===== config.mk =====
export PLATFORM = sky130hd
export DESIGN_NAME = hvac_thermostat_controller
export DESIGN_NICKNAME = d
export VERILOG_FILES = /design/src/hw/rtl/hvac_pkg.sv /design/src/hw/rtl/hvac_cfg_regs.sv /design/src/hw/rtl/hvac_ctrl_core.sv /design/src/hw/rtl/hvac_result_reg.sv /design/src/hw/rtl/hvac_thermostat_controller.sv
export SDC_FILE = /design/constraint.sdc
export NUM_CORES = 1
export LEC_CHECK = 0
export ABC_AREA = 1
export BUFFER_PORTS_ARGS = -buffer_cell sky130_fd_sc_hd__clkbuf_2
export CELL_PAD_IN_SITES_DETAIL_PLACEMENT = 0
export CELL_PAD_IN_SITES_GLOBAL_PLACEMENT = 1
export CORE_MARGIN = 2
export CORE_UTILIZATION = 45
export DETAILED_ROUTE_END_ITERATION = 8
export GPL_ROUTABILITY_DRIVEN = 0
export GPL_TIMING_DRIVEN = 0
export PLACE_DENSITY = 0.8
export REMOVE_ABC_BUFFERS = 1
export SLEW_MARGIN = 10
export SYNTH_ARGS = -nofsm -noshare
export SYNTH_HDL_FRONTEND = slang
export SYNTH_SLANG_ARGS = --single-unit

===== constraint.sdc =====
create_clock -name clk -period 3.9 [get_ports clk]
set_input_delay 0.39 -clock clk [delete_from_list [all_inputs] [get_ports clk]]
set_output_delay 0.39 -clock clk [all_outputs]
set_load 0.1 [all_outputs]

===== src/hw/rtl/hvac_pkg.sv =====
`timescale 1ns / 1ps
`default_nettype none
// ----------------------------------------------------------------------------
// hvac_pkg
// Shared types, codes and reset values of the thermostat controller.
// ----------------------------------------------------------------------------
package hvac_pkg;

  localparam int COUNT_WIDTH_DEF = 24;
  localparam int TEMP_WIDTH_DEF  = 8;

  localparam int SP_W       = 8;
  localparam int BAND_W     = 6;
  localparam int DELAY_W    = 24;
  localparam int CODE_W     = 8;
  localparam int CMD_W      = 4;
  localparam int CFG_IDX_W  = 3;
  localparam int CFG_DATA_W = 24;

  typedef enum logic [CMD_W-1:0] {
    CMD_POWER   = 4'd0,
    CMD_MODE    = 4'd1,
    CMD_UP      = 4'd2,
    CMD_DOWN    = 4'd3,
    CMD_BLOWER  = 4'd4,
    CMD_HEATER  = 4'd5,
    CMD_COMP_EN = 4'd6,
    CMD_ERROR   = 4'd7,
    CMD_SAMPLE  = 4'd8,
    CMD_TICK    = 4'd9
  } cmd_t;

  typedef enum logic [1:0] {
    PH_OFF      = 2'd0,
    PH_WAIT_ON  = 2'd1,
    PH_ON       = 2'd2,
    PH_WAIT_OFF = 2'd3
  } phase_t;

  localparam logic [CFG_IDX_W-1:0] CFG_MIN_SP      = 3'd0;
  localparam logic [CFG_IDX_W-1:0] CFG_MAX_SP      = 3'd1;
  localparam logic [CFG_IDX_W-1:0] CFG_BAND        = 3'd2;
  localparam logic [CFG_IDX_W-1:0] CFG_DELAY       = 3'd3;
  localparam logic [CFG_IDX_W-1:0] CFG_MAN_COND    = 3'd4;
  localparam logic [CFG_IDX_W-1:0] CFG_MAN_VENT    = 3'd5;

  typedef struct packed {
    logic [SP_W-1:0]    min_setpoint;
    logic [SP_W-1:0]    max_setpoint;
    logic [BAND_W-1:0]  band;
    logic [DELAY_W-1:0] delay_ticks;
    logic               manual_condenser;
    logic               manual_vent;
  } cfg_t;

  typedef struct packed {
    logic              power_on;
    logic              auto_sel;
    logic [SP_W-1:0]   setpoint;
    logic              blower_user;
    logic              heater_user;
    logic              comp_enable;
    phase_t            comp_phase;
    logic              error_latched;
    logic [CODE_W-1:0] error_code;
  } ctrl_state_t;

  localparam cfg_t CFG_RESET = '{
    min_setpoint:     8'd16,
    max_setpoint:     8'd30,
    band:             6'd2,
    delay_ticks:      24'd180000,
    manual_condenser: 1'b0,
    manual_vent:      1'b0
  };

  localparam ctrl_state_t CTRL_RESET = '{
    power_on:      1'b1,
    auto_sel:      1'b1,
    setpoint:      8'd25,
    blower_user:   1'b1,
    heater_user:   1'b0,
    comp_enable:   1'b1,
    comp_phase:    PH_OFF,
    error_latched: 1'b0,
    error_code:    8'd0
  };

endpackage
`default_nettype wire


===== src/hw/rtl/hvac_cfg_regs.sv =====
`timescale 1ns / 1ps
`default_nettype none
// ----------------------------------------------------------------------------
// hvac_cfg_regs
// Configuration register file: limits, band, delay and manual relay drives.
// ----------------------------------------------------------------------------
module hvac_cfg_regs (
  input  wire logic                             clk,
  input  wire logic                             rst,
  input  wire logic                             cfg_valid,
  output logic                                  cfg_ready,
  input  wire logic [hvac_pkg::CFG_IDX_W-1:0]   cfg_index,
  input  wire logic [hvac_pkg::CFG_DATA_W-1:0]  cfg_data,
  output hvac_pkg::cfg_t                        cfg
);
  import hvac_pkg::*;

  // The user must write only while the block is idle; the block does not enforce it, and a write is always taken.
  assign cfg_ready = 1'b1;

  always_ff @(posedge clk) begin
    if (rst) begin
      cfg <= CFG_RESET;
    end else if (cfg_valid && cfg_ready) begin
      case (cfg_index)
        CFG_MIN_SP:   cfg.min_setpoint     <= cfg_data[SP_W-1:0];
        CFG_MAX_SP:   cfg.max_setpoint     <= cfg_data[SP_W-1:0];
        CFG_BAND:     cfg.band             <= cfg_data[BAND_W-1:0];
        CFG_DELAY:    cfg.delay_ticks      <= cfg_data[DELAY_W-1:0];
        CFG_MAN_COND: cfg.manual_condenser <= cfg_data[0];
        CFG_MAN_VENT: cfg.manual_vent      <= cfg_data[0];
        default: ;
      endcase
    end
  end

endmodule
`default_nettype wire


===== src/hw/rtl/hvac_ctrl_core.sv =====
`timescale 1ns / 1ps
`default_nettype none
// ----------------------------------------------------------------------------
// hvac_ctrl_core
// Controller state and its next-state logic for one command per cycle while step is high.
// ----------------------------------------------------------------------------
module hvac_ctrl_core #(
  parameter int COUNT_WIDTH = hvac_pkg::COUNT_WIDTH_DEF,
  parameter int TEMP_WIDTH  = hvac_pkg::TEMP_WIDTH_DEF
) (
  input  wire logic                          clk,
  input  wire logic                          rst,
  input  wire logic                          step,
  input  wire logic [hvac_pkg::CMD_W-1:0]    command,
  input  wire logic [TEMP_WIDTH-1:0]         temperature,
  input  wire logic [hvac_pkg::CODE_W-1:0]   fault_code,
  input  wire hvac_pkg::cfg_t                cfg,
  output hvac_pkg::ctrl_state_t              st_next
);
  import hvac_pkg::*;

  localparam int CMP_W = (COUNT_WIDTH > DELAY_W) ? COUNT_WIDTH : DELAY_W;
  localparam int TW    = (TEMP_WIDTH > SP_W + 1) ? TEMP_WIDTH : SP_W + 1;

  ctrl_state_t            st;
  logic [COUNT_WIDTH-1:0] wait_count;
  logic [COUNT_WIDTH-1:0] wait_count_next;
  logic [COUNT_WIDTH-1:0] count_inc;
  logic                   wait_done;
  logic [SP_W:0]          hot_limit;
  logic [SP_W-1:0]        cold_limit;
  logic                   too_hot;
  logic                   too_cold;
  cmd_t                   cmd;

  assign cmd        = cmd_t'(command);
  assign count_inc  = wait_count + COUNT_WIDTH'(1);
  assign wait_done  = CMP_W'(count_inc) >= CMP_W'(cfg.delay_ticks);
  assign hot_limit  = (SP_W + 1)'(st.setpoint) + (SP_W + 1)'(cfg.band);
  assign cold_limit = st.setpoint - SP_W'(cfg.band);
  assign too_hot    = TW'(temperature) >= TW'(hot_limit);
  // The lower edge exists only when the band does not reach below zero.
  assign too_cold   = (SP_W'(cfg.band) <= st.setpoint) &&
                      (TW'(temperature) <= TW'(cold_limit));

  always_comb begin
    st_next         = st;
    wait_count_next = wait_count;
    case (cmd)
      CMD_POWER:   st_next.power_on    = !st.power_on;
      CMD_MODE:    st_next.auto_sel    = !st.auto_sel;
      CMD_UP: begin
        if (st.setpoint >= cfg.max_setpoint) begin
          st_next.setpoint = cfg.max_setpoint;
        end else begin
          st_next.setpoint = st.setpoint + SP_W'(1);
        end
      end
      CMD_DOWN: begin
        if (st.setpoint <= cfg.min_setpoint) begin
          st_next.setpoint = cfg.min_setpoint;
        end else begin
          st_next.setpoint = st.setpoint - SP_W'(1);
        end
      end
      CMD_BLOWER:  st_next.blower_user = !st.blower_user;
      CMD_HEATER:  st_next.heater_user = !st.heater_user;
      CMD_COMP_EN: st_next.comp_enable = !st.comp_enable;
      CMD_ERROR: begin
        st_next.error_latched = 1'b1;
        st_next.error_code    = fault_code;
      end
      CMD_SAMPLE: begin
        if (too_hot) begin
          if (st.comp_phase inside {PH_OFF, PH_WAIT_OFF}) begin
            st_next.comp_phase = PH_WAIT_ON;
            wait_count_next    = '0;
          end
        end else if (too_cold) begin
          if (st.comp_phase inside {PH_ON, PH_WAIT_ON}) begin
            st_next.comp_phase = PH_WAIT_OFF;
            wait_count_next    = '0;
          end
        end
      end
      CMD_TICK: begin
        if (st.comp_enable) begin
          if (st.comp_phase inside {PH_WAIT_ON, PH_WAIT_OFF}) begin
            if (wait_done) begin
              st_next.comp_phase = (st.comp_phase == PH_WAIT_ON) ? PH_ON : PH_OFF;
              wait_count_next    = '0;
            end else begin
              wait_count_next = count_inc;
            end
          end
        end else begin
          // A disabled compressor runs the timer in every phase, then is forced off.
          if (wait_done) begin
            st_next.comp_phase = PH_OFF;
            wait_count_next    = '0;
          end else begin
            wait_count_next = count_inc;
          end
        end
      end
      default: ;
    endcase
  end

  always_ff @(posedge clk) begin
    if (rst) begin
      st         <= CTRL_RESET;
      wait_count <= '0;
    end else if (step) begin
      st         <= st_next;
      wait_count <= wait_count_next;
    end
  end

  a_no_direct_on: assert property (@(posedge clk) disable iff (rst)
      (st.comp_phase == PH_OFF) |=> (st.comp_phase != PH_ON))
    else $error("compressor went on without a wait");

  a_phase_change_clears: assert property (@(posedge clk) disable iff (rst)
      (step && (st_next.comp_phase != st.comp_phase)) |-> (wait_count_next == '0))
    else $error("phase changed without clearing the wait counter");

  a_idle_tick_holds: assert property (@(posedge clk) disable iff (rst)
      (step && (command == CMD_TICK) && st.comp_enable &&
       ((st.comp_phase == PH_OFF) || (st.comp_phase == PH_ON)))
      |=> $stable(wait_count))
    else $error("wait counter moved outside a wait phase");

endmodule
`default_nettype wire


===== src/hw/rtl/hvac_result_reg.sv =====
`timescale 1ns / 1ps
`default_nettype none
// ----------------------------------------------------------------------------
// hvac_result_reg
// Relay decode from the updated state and the registered result transaction.
// ----------------------------------------------------------------------------
module hvac_result_reg (
  input  wire logic                         clk,
  input  wire logic                         rst,
  input  wire logic                         load,
  input  wire hvac_pkg::ctrl_state_t        st_next,
  input  wire hvac_pkg::cfg_t               cfg,
  output logic                              out_valid,
  input  wire logic                         out_stall,
  output logic                              condenser_relay,
  output logic                              blower_relay,
  output logic                              vent_relay,
  output logic                              heater_relay,
  output logic                              compressor_relay,
  output logic [hvac_pkg::SP_W-1:0]         setpoint_out,
  output logic                              power_out,
  output logic                              auto_out,
  output logic [1:0]                        compressor_phase,
  output logic                              error_out,
  output logic [hvac_pkg::CODE_W-1:0]       error_code_out
);
  import hvac_pkg::*;

  logic enabled;
  logic comp_on;

  assign enabled = st_next.power_on && !st_next.error_latched;
  assign comp_on = enabled &&
                   ((st_next.comp_phase == PH_ON) || (st_next.comp_phase == PH_WAIT_OFF));

  always_ff @(posedge clk) begin
    if (rst) begin
      out_valid <= 1'b0;
    end else if (load) begin
      out_valid <= 1'b1;
    end else if (!out_stall) begin
      out_valid <= 1'b0;
    end
  end

  always_ff @(posedge clk) begin
    if (load) begin
      condenser_relay  <= enabled && (st_next.auto_sel || cfg.manual_condenser);
      blower_relay     <= enabled && (st_next.auto_sel || st_next.blower_user);
      vent_relay       <= enabled && !st_next.auto_sel && cfg.manual_vent;
      heater_relay     <= enabled && !comp_on && st_next.heater_user;
      compressor_relay <= comp_on;
      setpoint_out     <= st_next.setpoint;
      power_out        <= st_next.power_on;
      auto_out         <= st_next.auto_sel;
      compressor_phase <= st_next.comp_phase;
      error_out        <= st_next.error_latched;
      error_code_out   <= st_next.error_code;
    end
  end

  a_heat_cool_exclusive: assert property (@(posedge clk) disable iff (rst)
      out_valid |-> !(heater_relay && compressor_relay))
    else $error("heater and compressor driven together");

  a_error_drops_relays: assert property (@(posedge clk) disable iff (rst)
      (out_valid && error_out) |->
      !(condenser_relay || blower_relay || vent_relay || heater_relay || compressor_relay))
    else $error("relay driven while an error is latched");

endmodule
`default_nettype wire


===== src/hw/rtl/hvac_thermostat_controller.sv =====
`timescale 1ns / 1ps
`default_nettype none
// ----------------------------------------------------------------------------
// hvac_thermostat_controller
// Thermostat with a hysteresis band, a delayed compressor and sticky errors.
//
//   Channel   Handshake              Payload
//   input     in_valid / in_stall    command, temperature, fault_code
//   output    out_valid / out_stall  five relays, set point, status fields
//   config    cfg_valid / cfg_ready  cfg_index, cfg_data
//
// One command is taken every cycle while the result side does not stall;
// the state updates in a single pass between the input and result registers.
// A result is valid after its command passes the input and result registers.
// A stalled result holds the input register, which then stalls the input.
// Synchronous reset loads the controller state and the configuration at once.
// ----------------------------------------------------------------------------
module hvac_thermostat_controller #(
  parameter int COUNT_WIDTH = hvac_pkg::COUNT_WIDTH_DEF,
  parameter int TEMP_WIDTH  = hvac_pkg::TEMP_WIDTH_DEF
) (
  input  wire logic                             clk,
  input  wire logic                             rst,
  input  wire logic                             in_valid,
  output logic                                  in_stall,
  input  wire logic [hvac_pkg::CMD_W-1:0]       command,
  input  wire logic [TEMP_WIDTH-1:0]            temperature,
  input  wire logic [hvac_pkg::CODE_W-1:0]      fault_code,
  output logic                                  out_valid,
  input  wire logic                             out_stall,
  output logic                                  condenser_relay,
  output logic                                  blower_relay,
  output logic                                  vent_relay,
  output logic                                  heater_relay,
  output logic                                  compressor_relay,
  output logic [hvac_pkg::SP_W-1:0]             setpoint_out,
  output logic                                  power_out,
  output logic                                  auto_out,
  output logic [1:0]                            compressor_phase,
  output logic                                  error_out,
  output logic [hvac_pkg::CODE_W-1:0]           error_code_out,
  input  wire logic                             cfg_valid,
  output logic                                  cfg_ready,
  input  wire logic [hvac_pkg::CFG_IDX_W-1:0]   cfg_index,
  input  wire logic [hvac_pkg::CFG_DATA_W-1:0]  cfg_data
);
  import hvac_pkg::*;

  cfg_t                    cfg;
  ctrl_state_t             st_next;
  logic                    item_valid;
  logic [CMD_W-1:0]        item_command;
  logic [TEMP_WIDTH-1:0]   item_temperature;
  logic [CODE_W-1:0]       item_fault_code;
  logic                    advance;
  logic                    accept;

  assign advance  = item_valid && (!out_valid || !out_stall);
  assign in_stall = item_valid && !advance;
  assign accept   = in_valid && !in_stall;

  always_ff @(posedge clk) begin
    if (rst) begin
      item_valid <= 1'b0;
    end else if (accept) begin
      item_valid <= 1'b1;
    end else if (advance) begin
      item_valid <= 1'b0;
    end
  end

  always_ff @(posedge clk) begin
    if (accept) begin
      item_command     <= command;
      item_temperature <= temperature;
      item_fault_code  <= fault_code;
    end
  end

  hvac_cfg_regs u_cfg (
    .clk       (clk),
    .rst       (rst),
    .cfg_valid (cfg_valid),
    .cfg_ready (cfg_ready),
    .cfg_index (cfg_index),
    .cfg_data  (cfg_data),
    .cfg       (cfg)
  );

  hvac_ctrl_core #(
    .COUNT_WIDTH (COUNT_WIDTH),
    .TEMP_WIDTH  (TEMP_WIDTH)
  ) u_core (
    .clk         (clk),
    .rst         (rst),
    .step        (advance),
    .command     (item_command),
    .temperature (item_temperature),
    .fault_code  (item_fault_code),
    .cfg         (cfg),
    .st_next     (st_next)
  );

  hvac_result_reg u_result (
    .clk              (clk),
    .rst              (rst),
    .load             (advance),
    .st_next          (st_next),
    .cfg              (cfg),
    .out_valid        (out_valid),
    .out_stall        (out_stall),
    .condenser_relay  (condenser_relay),
    .blower_relay     (blower_relay),
    .vent_relay       (vent_relay),
    .heater_relay     (heater_relay),
    .compressor_relay (compressor_relay),
    .setpoint_out     (setpoint_out),
    .power_out        (power_out),
    .auto_out         (auto_out),
    .compressor_phase (compressor_phase),
    .error_out        (error_out),
    .error_code_out   (error_code_out)
  );

  a_advance_gives_result: assert property (@(posedge clk) disable iff (rst)
      (item_valid && !in_stall) |=> out_valid)
    else $error("a command left the input register without a result");

endmodule
`default_nettype wire


## Word level (Yosys, flattened, before mapping)

Cells that the tools add are included.

| storage, ports and cells | value |
|---|---|
| register bits after elaboration | 144 |
| bits of input ports | 52 |
| output and inout port bits | 29 |
| logic and storage cells | 141 |

| cells by class | value |
|---|---|
| $add $sub $neg | 5 |
| order comparisons | 6 |
| eq/ne operators | 24 |
| mux-type cells | 30 |
| reductions and logical operators | 44 |

Operators with widths:

| operator | number |
|---|---|
| 2-to-1 mux 24 bit | 7 |
| one-hot mux 24 bit (2 select lines) | 1 |
| adder 24 x 1 -> 24 bit (second input constant) | 1 |
| >= comparator 24 bit | 1 |
| 2-to-1 mux 2 bit | 9 |
| equality test 4 x 3 -> 1 bit (second input constant) | 4 |
| less-or-equal comparator 8 bit | 2 |
| 2-to-1 mux 8 bit | 2 |
| one-hot mux 8 bit (2 select lines) | 1 |
| AND reduction 2 bit | 7 |
| logical AND 1 bit | 12 |
| logical NOT 1 bit | 12 |
| nonzero test 2 bit | 5 |
| adder 8 x 6 -> 9 bit | 1 |
| >= comparator 8 x 9 -> 1 bit | 1 |
| 2-to-1 mux 9 bit | 1 |
| adder 8 x 1 -> 8 bit (second input constant) | 1 |
| equality test 2 bit (second input constant) | 4 |
| equality test 4 x 2 -> 1 bit (second input constant) | 2 |
| equality test 4 bit (second input constant) | 2 |
| >= comparator 8 bit | 1 |
| less-or-equal comparator 6 x 8 -> 1 bit | 1 |
| 2-to-1 mux 1 bit | 8 |
| subtractor 8 x 1 -> 8 bit (second input constant) | 1 |
| other kinds (15) | 22 |

## Longest topological paths before layout

Gate-level depths: netlist of run 1.

| logic depth | value |
|---|---|
| depth after elaboration | 12 |
| depth in mapped cells | 25 |
| depth with buffers taken out | 24 |

## Cells and area by module

A second synthesis of run 1 with hierarchy kept.

| unflattened totals | value |
|---|---|
| cells, all modules | 1286 |
| area, all modules | 9202.6 um^2 |

By module, submodules not included:

| module | times used | cells an instance | area each (um^2) | seq. area each (um^2) |
|---|---|---|---|---|
| hvac_ctrl_core | 1 | 935 | 5660.4 | 960.9 |
| hvac_cfg_regs | 1 | 279 | 2014.4 | 960.9 |
| hvac_result_reg | 1 | 43 | 864.6 | 800.8 |
| hvac_thermostat_controller | 1 | 29 | 663.1 | 620.6 |

## Worst setup path after synthesis of run 1

No wires, ideal clock.

| timing | value |
|---|---|
| path type | register -> register |
| start point | reg u_result.out_valid |
| end point | reg item_command[0] (enable) |
| library setup time | 336 ps |
| arrival time | 2981 ps |
| required time | 3564 ps |
| path slack | 583 ps |
| cell stages (with the launch flop) | 6 |
| path buffers | 0 |
| period minus slack after synthesis | 3317 ps |
| cells stage by stage | dfxtp_1 -> nand2_1 -> nor2_1 -> inv_1 -> nand2_1 -> inv_1 |

| between the ends | value |
|---|---|
| word-level cells in the longest chain between the ends | 7 |

Ends and longest elaborated chain:

| item | RTL line | source |
|---|---|---|
| start: declaration | hvac_result_reg.sv:13 | `output logic out_valid,` |
| start signal: assignment | hvac_result_reg.sv:38 | `out_valid <= 1'b0;` |
| start signal: assignment | hvac_result_reg.sv:40 | `out_valid <= 1'b1;` |
| start signal: assignment | hvac_result_reg.sv:42 | `out_valid <= 1'b0;` |
| logical NOT 1 bit | hvac_thermostat_controller.sv:58 | `assign advance = item_valid && (!out_valid \|\| !out_stall);` |
| logical OR 1 bit | hvac_thermostat_controller.sv:58 |  |
| logical AND 1 bit | hvac_thermostat_controller.sv:58 |  |
| logical NOT 1 bit | hvac_thermostat_controller.sv:59 | `assign in_stall = item_valid && !advance;` |
| logical AND 1 bit | hvac_thermostat_controller.sv:59 |  |
| via in_stall | hvac_thermostat_controller.sv:25 | `output logic in_stall,` |
| logical NOT 1 bit | hvac_thermostat_controller.sv:60 | `assign accept = in_valid && !in_stall;` |
| logical AND 1 bit | hvac_thermostat_controller.sv:60 |  |
| via accept | hvac_thermostat_controller.sv:56 | `logic accept;` |
| end signal: assignment | hvac_thermostat_controller.sv:74 | `item_command <= command;` |
| end: declaration | hvac_thermostat_controller.sv:52 | `logic [CMD_W-1:0] item_command;` |

The timed path passes the listed nets, and every way through them passes these cells.
A chain may end at the register's enable or synchronous reset.

## Worst setup path after layout of run 1

| timing | value |
|---|---|
| start point | reg, netlist name u_cfg.cfg[28] |
| end point | reg u_core.wait_count[6] |

| between the ends | value |
|---|---|
| word-level cells in the longest chain between the ends | 5 |
| elaborated cells between the ends (all ways) | 12 |
| classes of those cells | add/sub: 2; order compare: 3; eq/ne: 3; mux: 2; reduce/logical: 2 |

Ends and longest elaborated chain:

| item | RTL line | source |
|---|---|---|
| subtractor 8 x 6 -> 8 bit | hvac_ctrl_core.sv:40 | `assign cold_limit = st.setpoint - SP_W'(cfg.band);` |
| less-or-equal comparator 8 bit | hvac_ctrl_core.sv:44 | `(TW'(temperature) <= TW'(cold_limit));` |
| logical AND 1 bit | hvac_ctrl_core.sv:43 | `assign too_cold = (SP_W'(cfg.band) <= st.setpoint) &&` |
| != test 3 x 1 -> 1 bit (no line) | -- |  |
| AND reduction 6 bit (no line) | -- |  |
| end signal: assignment | hvac_ctrl_core.sv:116 | `wait_count <= wait_count_next;` |
| end: declaration | hvac_ctrl_core.sv:26 | `logic [COUNT_WIDTH-1:0] wait_count;` |

Parallel ways exist; a longest one is shown, timed or not.

==> impl_results.md, run 1 <==
- Worst skew pair latency: 430 ps
- RSZ-0062 raised after global routing: false
- Worst Skew: 9.309 ps
- Yosys warns: 0
- Fmax: 280.5 MHz
- Final setup viols: 0
- Final #Nets: 1328
- DP Cell Count: 1427
- Avg Cell Area, Syn: 7.748 um2
- Post-route insts no fill: 1471
- IO Count: 81
- TNS Setup: 0 ps
- Worst setup SP type: register
- # diodes: 0
- Die area: 20450 um2
- Starting Density: 0.4617
- First-pass GRT wire length: 34.26 mm
- CTS clock-pin slew for the worst setup and hold paths: 70 ps
- Commonest non-fill, non-tap cell in the layout: nand2_1
- Prevailing post-synth register cell: dfxtp_1
- Yosys cell types: 47
- Post-synth EDFFs: 46
- Seq/Total Area, Yosys: 0.3846
- Critical Path AT: 3890 ps
- DRC viols: 0
- H-tree Lvls: 4
- CTS root buf: clkbuf_16
- Synth area leader: dfxtp_1
- Area grow syn2layout: 15.83%
- # rows: 50
- Vias in the first global route: 6846
- Initial antenna violation count: 0
- PwrDens: 395.4 nW/um2
- Total clock sinks: 144
- Mapped cell area: 8693 um2
- # hold bufs at CTS: 0
- Worst VDD drop: 0.2917 mV
- Synth area leaders: dfxtp_1 23%, edfxtp_1 16%, ha_1 11%
- Endpoints failing hold: 0
- #FFs+latches synth: 144
- Number of max-cap violations: 0
- GRT Residual Overflow: 0
- CTS Buf Count: 17
- DRT Wirelength: 21.35 mm
- Fin crit period: 3565 ps
- Routed vias/inst: 4.950
- Die H: 143.0 um
- GRT Total Usage: 0.2143
- Via count: 7282
- Post-synth ARST share: 0
- Slew @ Worst Pin: 872.1 ps
- Clk buf depth: 2
- Layout cell share with drive strength beyond 1: 0.1594
- Pin count of the biggest net entering global routing: 48
- Final period util: 0.9142
- Buffers on Ports: 79
- Initial DRC count: 435
- Worst-path fanout max: 10
- Cell count after synthesis: 1122
- CTS tree: built
- Hold crit path type: in -> reg
- Detailed Place HPWL: 15.04 mm
- Synth top area share: 0.2257
- Status: completed
- CP endpoint kind: register
- LEAKAGE: 0.004574 uW
- Type of the worst setup path: reg -> reg
- Detailed Routing Iterations Pass 1: 5
- Core area: 18830 um2
- Slew Limit Fails: 0
- FILL cells: 1807
- Rel. slew slack: 0.4164
- DR WL/cell: 14.52 um
- Highest-count cells in the layout ignoring fill and taps: 247 x nand2_1, 138 x inv_1, 95 x nor2_1, 95 x dfxtp_1, 84 x a21oi_1
- WP data required: 4220 ps
- Chip Width: 143.0 um
- DRT antenna net count: 0
## worst paths after layout
path	slack, ps	cells after the start	startpoint	endpoint
setup / recovery	330	21	u_cfg.cfg[28]	u_core.wait_count[6]
hold / removal	130	1	fault_code[1]	item_fault_code[1]
setup reg to reg	330	21	u_cfg.cfg[28]	u_core.wait_count[6]
hold reg to reg	460	2	u_cfg.cfg[5]	u_cfg.cfg[5]
## registers in the layout, indices dropped and copies added (netlist names), 4 cells and up
name	cells
u_core.wait_count	24
u_result.error_code_out	8
u_core.st	24
u_result.setpoint_out	8
item_temperature	8
u_cfg.cfg	48
item_command	4
item_fault_code	8
## stage by stage
step	total power (uW)	area, um2	hold WS (ps)	setup slack, ps	util
final	3981	10070	128.0	334.8	0.5348
after global routing	4171	10070	114.4	29.97	0.5348
after CTS	4005	9925	110.8	3.860	0.5270
after detailed placement	2391	9328	456.7	-237.1	0.4953
after global placement	2370	9204	450.3	-2442	0.4888
after floorplan	2191	8483	437.6	-894.6	-
## cells by family (layout without fill, tap and decap cells)
kind of cell	Yosys count	in the layout	synth area share
and+or+nand+nor	447	447	0.2175
AOI/OAI and AO/OA	213	215	0.1462
other	1	1	0.0004314
DFF	144	144	0.3846
adders and majority gates	78	78	0.1140
xor gates and xnor gates	45	45	0.04620
buffers and inverters	194	281	0.09111
## routing by layer
layer / global-route usage / wire [um]
met1: 0.3035 / 10920
met2: 0.3337 / 9380
met3: 0.03789 / 717
met4: 0.06514 / 333
met5: 0 / 0
## cells in the mapped netlist (3+ instances only)
library cell	count
a21o_1	3
a21oi_1	86
a21oi_2	22
a31oi_1	3
buf_2	9
buf_4	4
buf_6	5
clkbuf_1	21
clkinv_1	3
dfxtp_1	98
edfxtp_1	46
ha_1	76
inv_1	141
inv_2	11
nand2_1	248
nand3_1	56
nand4_1	13
nor2_1	96
nor3_1	16
nor3_2	3
nor4_1	3
o211ai_1	25
o21ai_0	61
xnor2_1	7
xor2_1	37
## cell type report
type                       count  area [um2]  area share
clock buffer                  21       460.4     0.04573
clock inverter                11       105.1     0.01044
inverter                     155       589.3     0.05852
multi-input combinational    786        4662      0.4630
sequential                   144        3349      0.3326
tap                          260       325.3     0.03231
timing repair buffer          93       570.5     0.05666
timing repair inverter         1       7.507   0.0007455
## where the power goes
part	internal (uW)	switching, uW
Sequential	1610	47.7
Combinational	217	515
Clock	917	671
Total	2750	1230
## timing repair
action,4_1_cts,5_1_grt
cloned,2,1
pin swaps,2,4
buffers inserted,0,9
endpoints found under the setup margin,24,30
resized for setup,2,17
## worst max-delay path, cell delays in order, from the launching register on
cell,delay (ps)
dfxtp_1,330
inv_1,60
ha_2,410
inv_2,60
a21oi_1,110
nand2_1,100
a21oi_1,130
nor2_1,60
o21ai_0,240
a21oi_1,120
xor2_1,160
ha_1,310
nand2_1,50
nor2_1,80
nand3_1,80
nand3_1,200
nand2_4,180
a31oi_4,310
buf_4,240
nand3_1,80
nand2_1,80
nor2_1,40
Note: power is estimated with default switching activity, not from simulation.
==> run 2, diff against run 1 <==
--- a/config.mk
+++ b/config.mk
@@ -5,16 +5,15 @@
 export SDC_FILE = /design/constraint.sdc
 export NUM_CORES = 1
 export LEC_CHECK = 0
-export ABC_AREA = 1
+export ABC_AREA = 0
 export BUFFER_PORTS_ARGS = -buffer_cell sky130_fd_sc_hd__clkbuf_2
 export CELL_PAD_IN_SITES_DETAIL_PLACEMENT = 0
 export CELL_PAD_IN_SITES_GLOBAL_PLACEMENT = 1
 export CORE_MARGIN = 2
 export CORE_UTILIZATION = 45
 export DETAILED_ROUTE_END_ITERATION = 8
-export GPL_ROUTABILITY_DRIVEN = 0
 export GPL_TIMING_DRIVEN = 0
-export PLACE_DENSITY = 0.8
+export PLACE_DENSITY = 0.78
 export REMOVE_ABC_BUFFERS = 1
 export SLEW_MARGIN = 10
 export SYNTH_ARGS = -nofsm -noshare
==> impl_results.md, run 2 <==
- Initial antenna violation count: 0
- WP data required: 4260 ps
- Worst r2r dst: u_core.wait_count[16]
- Area grow syn2layout: 22.19%
- Hold_sp: fault_code[5]
- Buffers on Ports: 79
- Worst setup margin: -92.46 ps
- Starting Density: 0.4617
- Flop2flop setup slack: -90 ps
- Hold crit path type: in -> reg
- # rows: 49
- DRT Wirelength: 20.35 mm
- Clock Power Share: 0.425
- Slew @ Worst Pin: 1095 ps
- Initial DRC count: 345
- Clk buf depth: 2
- Core area: 18090 um2
- Comb pwr share: 0.148
- Worst path slowest cell: or3_4
- Yosys warns: 0
- Worst setup SP type: register
- Post-synth EDFFs: 46
- Failing checks: negative setup slack
- Post-route cell area: 10200 um2
- Final #Nets: 1140
- Fin crit period: 3992 ps
- M2 GR Usage: 0.3362
- Final period util: 1.024
- Seq/Total Area, Yosys: 0.4004
- DRC viols: 0
- CTS tree: built
- DR WL/cell: 16.26 um
- FILL cells: 1572
- Grt peak-use layer: met2
- # diodes: 0
- GRT Total Usage: 0.2091
- Synth area leader: dfxtp_1
- Total clock sinks: 144
- Pin count of the biggest net entering global routing: 58
- Sequential cell area: 3373 um2
- IO Count: 81
- DRT antenna net count: 0
- Largest regs: u_cfg.cfg (48), u_core.st (24), u_core.wait_count (24)
- WHS: 130.9 ps
- Vias in the first global route: 6558
- Rel. slew slack: 0.2645
- Net Sw Power: 1111 uW
- Chip Width: 140.2 um
- Die H: 140.2 um
- Worst VDD drop: 0.3145 mV
- Number of max-cap violations: 0
- Endpoints failing hold: 0
- Layout cell share with drive strength beyond 1: 0.2405
- Crit path cell chain: ha_4 -> and3_4 -> and4_4 -> nand4_1 -> nor2_4 -> nand3_4 -> xnor2_2 -> ha_1 -> nand4_1 -> nor4_4 -> buf_4 -> a221oi_2 -> o21ai_2 -> nor3_4 -> nand3_4 -> or3_4 -> a21oi_2
- Final RePlAce weighted congestion: 0.8020
- Avg Cell Area, Syn: 9.156 um2
- First-pass GRT wire length: 33.06 mm
- Multi-input gate area: 4987 um2
- Synth top area share: 0.2349
- Post-synth top cells: 120 x nand2_1, 98 x dfxtp_1, 76 x ha_1
- Routed vias/inst: 5.397
- Final setup viols: 14
- GRT Residual Overflow: 0
- Cell count after synthesis: 912
- CP endpoint kind: register
- CTS root buf: clkbuf_16
- FF-to-FF path depth: 17
- Worst Skew: 12.62 ps
- Critical Path AT: 4350 ps
- Slew Limit Fails: 0
- Mapped cell area: 8351 um2
- Detailed Routing Iterations Pass 1: 5
- Highest-count cells in the layout ignoring fill and taps: 120 x nand2_1, 86 x dfxtp_1, 78 x clkbuf_2
- Commonest non-fill, non-tap cell in the layout: nand2_1
- H-tree Lvls: 4
- Status: finished, violations left
- Met3 Resource Use GR: 0.04000
- Met1 GRT Util: 0.2894
- Most flop-heavy register: u_cfg.cfg
- Max reg flops: 48
- # hold bufs at CTS: 0
- Synth area leaders: dfxtp_1 23%, edfxtp_1 17%, ha_1 11%
- #FFs+latches synth: 144
- CTS Buf Count: 17
- Detailed Place HPWL: 13.67 mm
- RSZ-0062 raised after global routing: true
- End of the worst hold path: item_fault_code[5]
- Via count: 6757
- Yosys cell types: 71
- Fin util: 0.5642
- Die area: 19660 um2
- Pwr Total: 3824 uW
- Fmax: 250.5 MHz
- TNS Setup: -559.8 ps
- CTS clock-pin slew for the worst setup and hold paths: 70 ps
- Post-synth ARST share: 0
- Worst skew pair latency: 430 ps
- Share of power burned in registers: 0.427
- Prevailing post-synth register cell: dfxtp_1
- Max incr delay on CP: 410 ps
- LEAKAGE: 0.004183 uW
- Type of the worst setup path: reg -> reg
- Placed inst area: 8927 um2
- PwrDens: 374.8 nW/um2
- Int Pwr: 2713 uW
- Top-count cell post-synth: nand2_1
- Worst-path fanout max: 8
- Worst r2r src: u_core.wait_count[0]
- Hold path cells: 1
- Net Sw Frac: 0.2905
## run 2: through the flow
step	setup WS [ps]	cells
6_report	-92.46	1252
4_1_cts	0.8065	1233
3_3_place_gp	-1495	1179
2_1_floorplan	-312.7	871
3_5_place_dp	-1124	1182
5_1_grt	-300.5	1252
## run 2: per-layer routing
| metal | share of wire | wire, um | up-vias |
|---|---|---|---|
| met5 | 0 | 0 | - |
| met4 | 0.0085 | 174 | 0 |
| met3 | 0.044 | 895 | 13 |
| met2 | 0.46 | 9329 | 143 |
| met1 | 0.49 | 9955 | 3156 |
| li1 | - | - | 3445 |
## run 2: worst max-delay path by stage
stage                               startpoint                   endpoint  slack [ps]  cells past startpoint
after global placement           u_core.st[17]      u_core.wait_count[19]       -1500                     16
after global routing      u_core.wait_count[0]  u_result.compressor_relay        -300                     16
after floorplan                  u_cfg.cfg[27]      u_core.wait_count[10]        -310                     19
final                     u_core.wait_count[0]      u_core.wait_count[16]         -90                     17
after CTS                        u_cfg.cfg[27]       u_core.wait_count[0]         0.8                     20
after detailed placement  u_core.wait_count[0]  u_result.compressor_relay       -1120                     16
## run 2: repair_timing
action / 4_1_cts / 5_1_grt
pin swaps: 15 / 20
endpoints found under the setup margin: 30 / 30
buffers inserted: 15 / 17
hold endpoints to repair: 0 / 0
gates cloned: 4 / 2
resized for setup: 46 / 51
## run 2: cells by family after synthesis
kind of cell | count (synthesis) | synth area share
XOR/XNOR | 48 | 0.05034
other | 1 | 0.0004491
AND/OR/NAND/NOR | 309 | 0.1822
adder cells (fa/ha/maj) | 78 | 0.1187
buffers and inverters | 104 | 0.04915
flip-flops | 144 | 0.4004
multiplexers | 42 | 0.05169
AO/OA/AOI/OAI | 186 | 0.1471
## run 2: area by class of cell
class	count	area share
Multi-Input combinational cell	669	0.4888
Sequential cell	144	0.3306
Timing Repair Buffer	115	0.07174
Clock buffer	17	0.04169
Tap cell	229	0.02808
Inverter	63	0.02367
Clock inverter	15	0.01545
## run 2: worst max-delay path: cells and delay by family (launching register included)
kind	cells	cell delay, ps
and+or+nand+nor	10	2190
AOI/OAI and AO/OA	3	560
adders and majority gates	2	460
DFF	1	380
xor gates and xnor gates	1	170
buffers and inverters	1	150
## run 2: power by group through the flow
stage               clock [uW]  combinational [uW]  sequential [uW]
finish                    1630                 565             1630
global route              1720                 619             1640
CTS                       1660                 539             1630
detailed placement           0                 515             1670
global placement             0                 499             1670
floorplan                    0                 287             1740
